--- src/design/assert_macros.svh ---
// ----------------------------------------------------------------------------
// assert_macros.svh
// shared assertion macros, clocked on i_clk, off while i_rst_n is low
// ----------------------------------------------------------------------------
`ifndef ASSERT_MACROS_SVH
`define ASSERT_MACROS_SVH

// same-cycle implication
`define QRS_ASSERT_NOW(lbl, ante, cons, msg) \
    lbl: assert property (@(posedge i_clk) disable iff (!i_rst_n) (ante) |-> (cons)) \
        else $error(msg);

// next-cycle implication
`define QRS_ASSERT_NEXT(lbl, ante, cons, msg) \
    lbl: assert property (@(posedge i_clk) disable iff (!i_rst_n) (ante) |=> (cons)) \
        else $error(msg);

`endif

--- src/design/qrs_pkg.sv ---
// ----------------------------------------------------------------------------
// qrs_pkg
// shared types, constants and helper functions of the qrs beat detector
// ----------------------------------------------------------------------------
`default_nettype none

package qrs_pkg;

    // block geometry
    localparam int WINDOW_LEN = 37;
    localparam int SECTIONS   = 3;
    localparam int WIN_AW     = $clog2(WINDOW_LEN);
    localparam int DLY_AW     = $clog2(2 * SECTIONS);

    // value widths
    localparam int VAL_W   = 48;
    localparam int TOT_W   = 54;
    localparam int SUM_W   = 56;
    localparam int PROD_W  = 58;
    localparam int ACC_W   = 82;
    localparam int RATE_W  = 16;
    localparam int TIME_W  = 32;

    // serial divider geometry
    localparam int DIV_NW   = 60;
    localparam int DIV_DW   = 11;
    localparam int DIV_STEP = 4;
    localparam int DIV_ITER = DIV_NW / DIV_STEP;
    localparam int DIV_CW   = $clog2(DIV_ITER);

    // configuration
    localparam int CFG_IW = 2;
    localparam int CFG_DW = 48;

    typedef enum logic [CFG_IW-1:0] {
        CFG_PERIOD  = 2'd0,
        CFG_REFRACT = 2'd1,
        CFG_FLOOR   = 2'd2
    } t_cfg_idx;

    localparam logic [9:0]       PERIOD_RST  = 10'd4;
    localparam logic [11:0]      REFRACT_RST = 12'd350;
    localparam logic [VAL_W-1:0] FLOOR_RST   = 48'd131072000;

    // arithmetic constants
    localparam logic [VAL_W-1:0]  U48_MAX     = '1;
    localparam logic [ACC_W-1:0]  RND_Q30     = 82'd536870912;
    localparam logic [ACC_W-1:0]  RND_SQ      = 82'd32768;
    localparam logic [ACC_W-1:0]  RND_DECAY   = 82'd1000;
    localparam logic [32:0]       DECAY_MUL   = 33'd1999;
    localparam logic [DIV_DW-1:0] DECAY_DIV   = 11'd2000;
    localparam logic [DIV_DW-1:0] BLEND_DIV   = 11'd10;
    localparam logic [DIV_NW-1:0] RATE_NUM    = 60'd15360000;
    localparam logic [TIME_W-1:0] DELTA_LO    = 32'd250;
    localparam logic [TIME_W-1:0] DELTA_HI    = 32'd2000;

    localparam logic signed [SUM_W-1:0] S48_MAX = 56'sh00_7FFF_FFFF_FFFF;
    localparam logic signed [SUM_W-1:0] S48_MIN = 56'shFF_8000_0000_0000;

    // sequencer states
    typedef enum logic [3:0] {
        ST_IDLE,
        ST_MUL,
        ST_BQ,
        ST_DIFF,
        ST_SQ,
        ST_WIN,
        ST_MEAN,
        ST_MEAN_WAIT,
        ST_DECIDE,
        ST_DECAY,
        ST_DECAY_WAIT,
        ST_RATE,
        ST_RATE_WAIT,
        ST_BLEND,
        ST_BLEND_WAIT,
        ST_DONE
    } t_state;

    // what the shared multiplier is working for
    typedef enum logic [1:0] {
        MM_BQ,
        MM_SQ,
        MM_DECAY
    } t_mul_mode;

    // divider handshake
    typedef struct packed {
        logic              start;
        logic [DIV_NW-1:0] num;
        logic [DIV_DW-1:0] den;
    } t_div_req;

    typedef struct packed {
        logic              done;
        logic [DIV_NW-1:0] quo;
    } t_div_rsp;

    // clamp to the signed 48-bit range
    function automatic logic signed [VAL_W-1:0] sat48(input logic signed [SUM_W-1:0] v);
        logic signed [VAL_W-1:0] r;
        if (v > S48_MAX) begin
            r = S48_MAX[VAL_W-1:0];
        end else if (v < S48_MIN) begin
            r = S48_MIN[VAL_W-1:0];
        end else begin
            r = v[VAL_W-1:0];
        end
        return r;
    endfunction

    // biquad coefficient in q2.30 for a section and a micro-op
    // op order: b0, b1, a1, b2, a2
    function automatic logic signed [31:0] bq_coef(input logic [1:0] sec, input logic [2:0] op);
        logic signed [31:0] c;
        c = 32'sd0;
        case ({sec, op})
            5'b00_000: c = 32'sd1682565;
            5'b00_001: c = 32'sd3365129;
            5'b00_010: c = -32'sd1861399033;
            5'b00_011: c = 32'sd1682565;
            5'b00_100: c = 32'sd832879533;
            5'b01_000: c = 32'sd1073741824;
            5'b01_001: c = 32'sd0;
            5'b01_010: c = -32'sd1844259945;
            5'b01_011: c = -32'sd1073741824;
            5'b01_100: c = 32'sd895367845;
            5'b10_000: c = 32'sd1073741824;
            5'b10_001: c = 32'sh8000_0000;   // minus two in q2.30
            5'b10_010: c = -32'sd2058390328;
            5'b10_011: c = 32'sd1073741824;
            5'b10_100: c = 32'sd1002840200;
            5'b11_000: c = 32'sd1073741824;  // spare section passes through
            default:   c = 32'sd0;
        endcase
        return c;
    endfunction

endpackage

`default_nettype wire

--- src/design/qrs_div.sv ---
// ----------------------------------------------------------------------------
// qrs_div
// unsigned serial divider, four quotient bits per clock
// ----------------------------------------------------------------------------
`default_nettype none

module qrs_div (
    input  wire logic              i_clk,
    input  wire logic              i_rst_n,
    input  wire qrs_pkg::t_div_req i_req,
    output qrs_pkg::t_div_rsp      o_rsp
);
    import qrs_pkg::*;

    logic              r_busy;
    logic              r_done;
    logic [DIV_CW-1:0] r_cnt;
    logic [DIV_NW-1:0] r_num;
    logic [DIV_DW:0]   r_rem;
    logic [DIV_DW-1:0] r_den;

    logic [DIV_NW-1:0] n_num;
    logic [DIV_DW:0]   n_rem;

    always_comb begin
        n_num = r_num;
        n_rem = r_rem;
        for (int k = 0; k < DIV_STEP; k++) begin
            n_rem = {n_rem[DIV_DW-1:0], n_num[DIV_NW-1]};
            n_num = {n_num[DIV_NW-2:0], 1'b0};
            if (n_rem >= {1'b0, r_den}) begin
                n_rem    = n_rem - {1'b0, r_den};
                n_num[0] = 1'b1;
            end
        end
    end

    always_ff @(posedge i_clk) begin
        if (!i_rst_n) begin
            r_busy <= 1'b0;
            r_done <= 1'b0;
            r_cnt  <= '0;
        end else begin
            r_done <= 1'b0;
            if (i_req.start) begin
                r_busy <= 1'b1;
                r_cnt  <= '0;
            end else if (r_busy) begin
                if (r_cnt == DIV_CW'(DIV_ITER - 1)) begin
                    r_busy <= 1'b0;
                    r_done <= 1'b1;
                end else begin
                    r_cnt <= r_cnt + 1'b1;
                end
            end
        end
    end

    always_ff @(posedge i_clk) begin
        if (i_req.start) begin
            r_num <= i_req.num;
            r_rem <= '0;
            r_den <= i_req.den;
        end else if (r_busy) begin
            r_num <= n_num;
            r_rem <= n_rem;
        end
    end

    assign o_rsp.done = r_done;
    assign o_rsp.quo  = r_num;

endmodule

`default_nettype wire

--- config.mk ---
export PLATFORM = sky130hd
export DESIGN_NAME = qrs_div
export DESIGN_NICKNAME = d
export VERILOG_FILES = /design/src/design/assert_macros.svh /design/src/design/qrs_pkg.sv /design/src/design/qrs_div.sv
export SDC_FILE = /design/constraint.sdc
export NUM_CORES = 1
export LEC_CHECK = 0
export BUFFER_PORTS_ARGS = -buffer_cell sky130_fd_sc_hd__buf_4
export CORE_ASPECT_RATIO = 1.75
export CORE_MARGIN = 1
export CORE_UTILIZATION = 55
export DETAILED_ROUTE_END_ITERATION = 8
export PLACE_DENSITY = 0.78
export SYNTH_ARGS = -nofsm -noshare
export SYNTH_HDL_FRONTEND = slang
export SYNTH_SLANG_ARGS = --single-unit
--- constraint.sdc ---
create_clock -name i_clk -period 18.9 [get_ports i_clk]
set_input_delay 0.945 -clock i_clk [delete_from_list [all_inputs] [get_ports i_clk]]
set_output_delay 0.945 -clock i_clk [all_outputs]
set_load 0.02 [all_outputs]
---- After elaboration in Yosys (flattened, before gate mapping) ----
Cells that the tools add are included.
cells by class
  order comparisons ....................... 4
  multiplexer cells ....................... 14
  reduce and logical (&&, ||, !) cells .... 4
  eq/ne operators ......................... 1
  add/subtract/negate cells ............... 5
  bitwise logic cells ..................... 3
operators with widths
  operator                                                        count
  60-bit two-way mux                                              2
  12-bit by 11-bit greater-or-equal comparator with 1-bit output  4
  11-bit two-way mux                                              4
  11-bit subtractor                                               4
  1-bit two-way mux                                               8
  4-bit by 1-bit adder with 4-bit output, second input constant   1
  4-bit == test, second input constant                            1
  1-bit NOT                                                       3
  3-bit OR reduction                                              1
  2-bit AND reduction                                             1
  2-bit nonzero test                                              1
  2-bit OR reduction                                              1
word-level totals
  flip-flop bits (word level) ............. 88
  output and inout bits ................... 61
  input port bits ......................... 74
  word-level logic and storage cells ...... 37

---- Longest topological paths before layout ----
  depth in word-level cells ............... 10
  gate-level depth with buffers ........... 41
  gate-level depth less buffers ........... 37

---- Worst setup path before layout ----
Ideal clock, no wire load.
  path type ............................... reg-to-reg
  start point ............................. register r_num[59]
  end point ............................... register r_rem[2]
  cell stages (with the launch flop) ...... 40
  library setup time ...................... 0.059 ns
  arrival time ............................ 8.301 ns
  clock period less this slack ............ 8.359 ns
  data required time ...................... 18.841 ns
  buffers on the path ..................... 5
  path slack .............................. 10.541 ns
  path through ............................ edfxtp_1 inv_1 ha_1 fa_1 nand2b_1 a211oi_4 o21ai_2 nand2_2 a21oi_1 fa_1 a211oi_1 o211ai_1 a221oi_2 o21ai_0 o21ba_1 buf_6 buf_2 mux2_2 [4 not listed] o21ai_0 a21bo_2 nor2b_1 clkbuf_1 nand2_1 buf_2 mux2i_1 inv_1 ha_1 o2111ai_1 a31oi_1 o221ai_1 a21oi_1 a21oi_1 and4_4 buf_6 o41ai_2 a31o_1
between the ends
  word-level cells in the longest chain between the ends .. 8
  elaborated cells on any way between the ends .. 12
  classes of those cells .................. add/sub: 4; order compare: 4; mux: 4
ends and longest elaborated chain
  what                                                                                                        RTL line                      source
  start, declared                                                                                             qrs_div.sv:18                 logic [DIV_NW-1:0] r_num;
  start signal, assigned                                                                                      qrs_div.sv:61                 r_num <= i_req.num;
  start signal, assigned                                                                                      qrs_div.sv:65                 r_num <= n_num;
  11-bit subtractor / 12-bit by 11-bit greater-or-equal comparator with 1-bit output (equally long branches)  qrs_div.sv:32, qrs_div.sv:31
  11-bit two-way mux *                                                                                        qrs_div.sv:31                 if (n_rem >= {1'b0, r_den}) begin
  11-bit subtractor / 12-bit by 11-bit greater-or-equal comparator with 1-bit output (equally long branches)  qrs_div.sv:32, qrs_div.sv:31
  11-bit two-way mux *                                                                                        qrs_div.sv:31
  12-bit by 11-bit greater-or-equal comparator with 1-bit output / 11-bit subtractor (equally long branches)  qrs_div.sv:31, qrs_div.sv:32
  11-bit two-way mux *                                                                                        qrs_div.sv:31
  11-bit subtractor / 12-bit by 11-bit greater-or-equal comparator with 1-bit output (equally long branches)  qrs_div.sv:32, qrs_div.sv:31
  11-bit two-way mux *                                                                                        qrs_div.sv:31
  end signal, assigned                                                                                        qrs_div.sv:66                 r_rem <= n_rem;
  end, declared                                                                                               qrs_div.sv:19                 logic [DIV_DW:0] r_rem;
Every way passes the cells marked *; elsewhere a longest branch is shown, timed or not.
A chain may end at the register's enable or synchronous reset.

---- Final worst setup path ----
  start point ............................. register r_den[0]
  end point ............................... register r_rem[5]
between the ends
  word-level cells in the longest chain between the ends .. 8
  elaborated cells on any way between the ends .. 12
  classes of those cells .................. add/sub: 4; order compare: 4; mux: 4
ends and longest elaborated chain
  what                                                                                                        RTL line                      source
  start, declared                                                                                             qrs_div.sv:20                 logic [DIV_DW-1:0] r_den;
  start signal, assigned                                                                                      qrs_div.sv:63                 r_den <= i_req.den;
  11-bit subtractor / 12-bit by 11-bit greater-or-equal comparator with 1-bit output (equally long branches)  qrs_div.sv:32, qrs_div.sv:31
  11-bit two-way mux                                                                                          qrs_div.sv:31
  11-bit subtractor / 12-bit by 11-bit greater-or-equal comparator with 1-bit output (equally long branches)  qrs_div.sv:32, qrs_div.sv:31
  11-bit two-way mux                                                                                          qrs_div.sv:31
  11-bit subtractor / 12-bit by 11-bit greater-or-equal comparator with 1-bit output (equally long branches)  qrs_div.sv:32, qrs_div.sv:31
  11-bit two-way mux                                                                                          qrs_div.sv:31
  11-bit subtractor / 12-bit by 11-bit greater-or-equal comparator with 1-bit output (equally long branches)  qrs_div.sv:32, qrs_div.sv:31
  11-bit two-way mux *                                                                                        qrs_div.sv:31
Marks and branches as above.

==> Flow_metrics.wiki <==
{| class="wikitable"
! Metric !! Value
|-
| Result of the run || completed
|-
| Sinks on the clock net || slightly below 90
|-
| Mapped Nets || 710
|-
| Adder and majority cell fraction of the synthesized area || 10.6%
|-
| CP arrival || 10,580 ps
|-
| Iter 0 DRT Violations || 265
|-
| Final Max Tran Viols || 0
|-
| Sort of element at the end of the critical path || flop
|-
| HPWL reported at the end of detailed placement || approximately 15,000 um
|-
| Final hold violation count || 0
|-
| EDFF count, synth || 71
|-
| Setup Fix Bufs, Post-CTS || 0
|-
| Post-DR vias/cell || 6.35
|-
| Fraction of the yosys area taken by sequential cells || 39.8%
|-
| Main flop type after synthesis || sky130_fd_sc_hd__edfxtp_1
|-
| Fin Setup TNS || 0 ps
|-
| Yosys warns || 0
|-
| Mean instance size in the synthesized netlist || 10.6 um^2
|-
| Vert. Die Dim || 143 um
|-
| Antenna cell count || 0
|-
| Maximum fanout along the worst path || 15
|-
| CTS tree || built
|-
| Leftover overflow at the end of global routing || 0
|-
| Min Tclk post-route || 10,380 ps
|-
| Delay of the slowest cell on the worst path || between 600 and 700 ps
|-
| Compound-gate portion of the synthesized area || 16.3%
|-
| Area added between synthesis and finish || 22.6%
|-
| Top cells by area in the synthesized netlist || sky130_fd_sc_hd__edfxtp_1 (34%), sky130_fd_sc_hd__mux2_2 (13%), sky130_fd_sc_hd__ha_1 (9.3%), sky130_fd_sc_hd__dfxtp_1 (5.5%), sky130_fd_sc_hd__nor2_1 (2.7%)
|-
| Die footprint || roughly 12,000 um^2
|-
| Simple-gate share of the synthesized area || 12.1%
|-
| Largest clock skew in the final design || 6.54 ps
|-
| Placer Congestion || ~1
|-
| Routed length per instance || 23.8 um
|-
| Setup repair after global routing missed its margin || no
|-
| Master of the slowest instance on the critical path || sky130_fd_sc_hd__o21ba_1
|-
| CTS HTree Levels || 3
|-
| Max frequency || 0.0964 GHz
|-
| Setup crit start kind || flop
|-
| Fraction of layout instances using a drive strength above 1 || between 30% and 40%
|-
| Max capacitance violation total || 0
|-
| Combined global-route utilization of all metal layers || 36.2%
|-
| Clock buffer depth || 2
|-
| Detailed-route wire length || about 20,000 um
|-
| Post-synthesis xor/xnor area fraction || 3.95%
|-
| Post-route DRC || 0
|-
| Reg clk slew, reported paths || around 70 ps
|-
| Pin count of the biggest net entering global routing || 60
|-
| Number of input and output port buffers inserted || 134
|-
| Required time at the worst-slack endpoint || between 15,000 and 20,000 ps
|-
| Filler cells || ~860
|-
| Number of I/O pins || between 100 and 150
|-
| Largest area contributor in the netlist || sky130_fd_sc_hd__edfxtp_1
|-
| Post-layout nets || 835
|-
| Number of storage elements in the synthesis netlist || just under 90
|-
| Die Wd || about 80 um
|-
| Wire length of the first global-routing pass || 29,900 um
|-
| Worst relative slew slack || approximately half
|-
| Clock latency on the worst-skew pair || 340 ps
|-
| Syn Inst Count || a little under 600
|-
| Top-area cell type share of the netlist area || 34.3%
|-
| Core Region || roughly 11,000 um^2
|-
| Unique masters post-synth || 70
|-
| Via count of the first global-routing pass || 5,453
|-
| Number of CTS-inserted buffers || 9
|-
| Final cycle utilization of the critical path || 54.9%
|-
| Number of nets with antenna violations after detailed routing || 0
|-
| Number of buffers inserted for hold repair after clock tree synthesis || 0
|-
| Multiplexer fraction of the synthesized cell area || 13.5%
|-
| Number of instances resized during post-cts repair || 0
|-
| Row cnt || 51
|-
| Dominant combinational cell family by area after synthesis || compound AO/OA/AOI/OAI gates
|-
| Count of TritonRoute iterations in the first routing pass || 5
|-
| Vias || 5,385
|-
| # setup viols final || 0
|-
| Proportion of synthesized flip-flops having asynchronous set or reset || 0%
|-
| Initial antenna violation count || 0
|-
| Cell chosen for the clock root || sky130_fd_sc_hd__clkbuf_16
|-
| Starting density of the core || 56.3%
|-
| Transition time of the tightest slew-check pin || ~750 ps
|-
| Post-Synthesis Cell Area || 6210 um^2
|-
| Tightest Hold Check Type || flop to flop
|-
| Type of the setup path with the least slack || flop to flop
|}
-- cells in the mapped netlist, types with 7 or more instances --
cell,count
sky130_fd_sc_hd__a21oi_1,29
sky130_fd_sc_hd__inv_1,33
sky130_fd_sc_hd__nand4_1,9
sky130_fd_sc_hd__o21ai_0,21
sky130_fd_sc_hd__dfxtp_1,17
sky130_fd_sc_hd__nor3_1,19
sky130_fd_sc_hd__nand3_1,10
sky130_fd_sc_hd__xor2_1,14
sky130_fd_sc_hd__a211oi_1,7
sky130_fd_sc_hd__o21a_1,10
sky130_fd_sc_hd__edfxtp_1,71
sky130_fd_sc_hd__a21o_1,9
sky130_fd_sc_hd__ha_1,46
sky130_fd_sc_hd__and3_1,9
sky130_fd_sc_hd__nor2b_1,7
sky130_fd_sc_hd__nor2_1,44
sky130_fd_sc_hd__nand2_1,24
sky130_fd_sc_hd__clkbuf_1,9
sky130_fd_sc_hd__xnor2_1,14
sky130_fd_sc_hd__nand2b_1,9
sky130_fd_sc_hd__mux2_2,71
-- critical path, delay by kind of cell, from the launching register on --
family,cells,cell delay [ps]
AO/OA/AOI/OAI,19,4720
AND/OR/NAND/NOR,6,2100
adder cells (fa/ha/maj),5,1830
flip-flops,1,500
multiplexers,2,880
buffers and inverters,2,170
-- final timing paths --
kind / slack [ps] / to / cells past startpoint / start
worst max-delay path: 8520 / r_rem[5] / 34 / r_den[0]
worst min-delay path: 490 / r_done / 2 / r_cnt[3]
worst max register to register: 8520 / r_rem[5] / 34 / r_den[0]
worst min register to register: 490 / r_done / 2 / r_cnt[3]
-- routing by layer --
layer | part of all wire [%] | routed length [um] | global-route usage (%)
met5 | 0 | 0 | 0
met4 | 8.1 | 1630 | 26.9
met3 | 7.3 | 1480 | 12.3
met2 | 50 | 10200 | 60.3
met1 | 34 | 6880 | 36.1
-- cell type report --
cell class / count / area [um^2] / share of cell area, %
Multi-Input combinational cell: 443 / 3510 / 46.1
Sequential cell: 88 / 2470 / 32.5
Timing Repair Buffer: 136 / 1020 / 13.4
Clock buffer: 14 / 308 / 4.04
Tap cell: 132 / 165 / 2.17
Inverter: 33 / 124 / 1.63
Clock inverter: 2 / 16.3 / 0.214
-- through the flow --
stage | std cells | utilization [%] | hold WS (ps) | area, um^2 | setup slack (ps)
detailed placement | 832 | 66.0 | 490 | 7290 | 8980
finish | 848 | 69.0 | 491 | 7610 | 8520
floorplan | 586 | - | 454 | 6210 | 10540
CTS | 848 | 69.0 | 494 | 7610 | 8920
global route | 848 | 69.0 | 513 | 7610 | 7950
global placement | 832 | 66.0 | 479 | 7290 | 9280
-- cells by family (layout without fill, tap and decap cells) --
| logic type | count (synthesis) | count (layout) |
|---|---|---|
| AOI/OAI and AO/OA | 140 | 140 |
| xor gates and xnor gates | 28 | 28 |
| adders and majority gates | 50 | 50 |
| buffers and inverters | 55 | 185 |
| DFF | 88 | 88 |
| muxes | 75 | 75 |
| and+or+nand+nor | 150 | 150 |
-- registers in the layout, indices dropped and copies added, names as in the netlist --
signal and count:
r_busy 1, r_cnt 4, r_den 11, r_done 1
r_num 60, r_rem 11
-- layout by cell type, fill, tap and decap left out, types with 3 or more instances in the layout --
master	instances
sky130_fd_sc_hd__edfxtp_1	71
sky130_fd_sc_hd__o31ai_1	5
sky130_fd_sc_hd__mux2_2	71
sky130_fd_sc_hd__nand4_1	9
sky130_fd_sc_hd__nor3_1	19
sky130_fd_sc_hd__and3_1	9
sky130_fd_sc_hd__nor2_1	44
sky130_fd_sc_hd__xnor2_1	14
sky130_fd_sc_hd__dfxtp_1	17
sky130_fd_sc_hd__nand2b_1	9
sky130_fd_sc_hd__o22ai_1	3
sky130_fd_sc_hd__clkbuf_16	12
sky130_fd_sc_hd__buf_4	136
sky130_fd_sc_hd__a41oi_1	4
sky130_fd_sc_hd__xor2_1	14
sky130_fd_sc_hd__nor2b_1	7
sky130_fd_sc_hd__a21o_1	9
sky130_fd_sc_hd__a21oi_1	29
sky130_fd_sc_hd__or3_1	5
sky130_fd_sc_hd__nand3_1	10
sky130_fd_sc_hd__o211ai_1	6
sky130_fd_sc_hd__o21ai_0	21
sky130_fd_sc_hd__fa_1	4
sky130_fd_sc_hd__a311oi_1	3
sky130_fd_sc_hd__or2_2	5
sky130_fd_sc_hd__o21a_1	10
sky130_fd_sc_hd__a211oi_1	7
sky130_fd_sc_hd__inv_1	33
sky130_fd_sc_hd__mux2i_1	4
sky130_fd_sc_hd__a31oi_1	5
sky130_fd_sc_hd__o2111ai_1	5
sky130_fd_sc_hd__nand2_1	23
sky130_fd_sc_hd__o31a_1	3
sky130_fd_sc_hd__ha_1	46
Power is not shown: default switching activity piles up to over one toggle a cycle in this logic, so the estimate is an artifact.
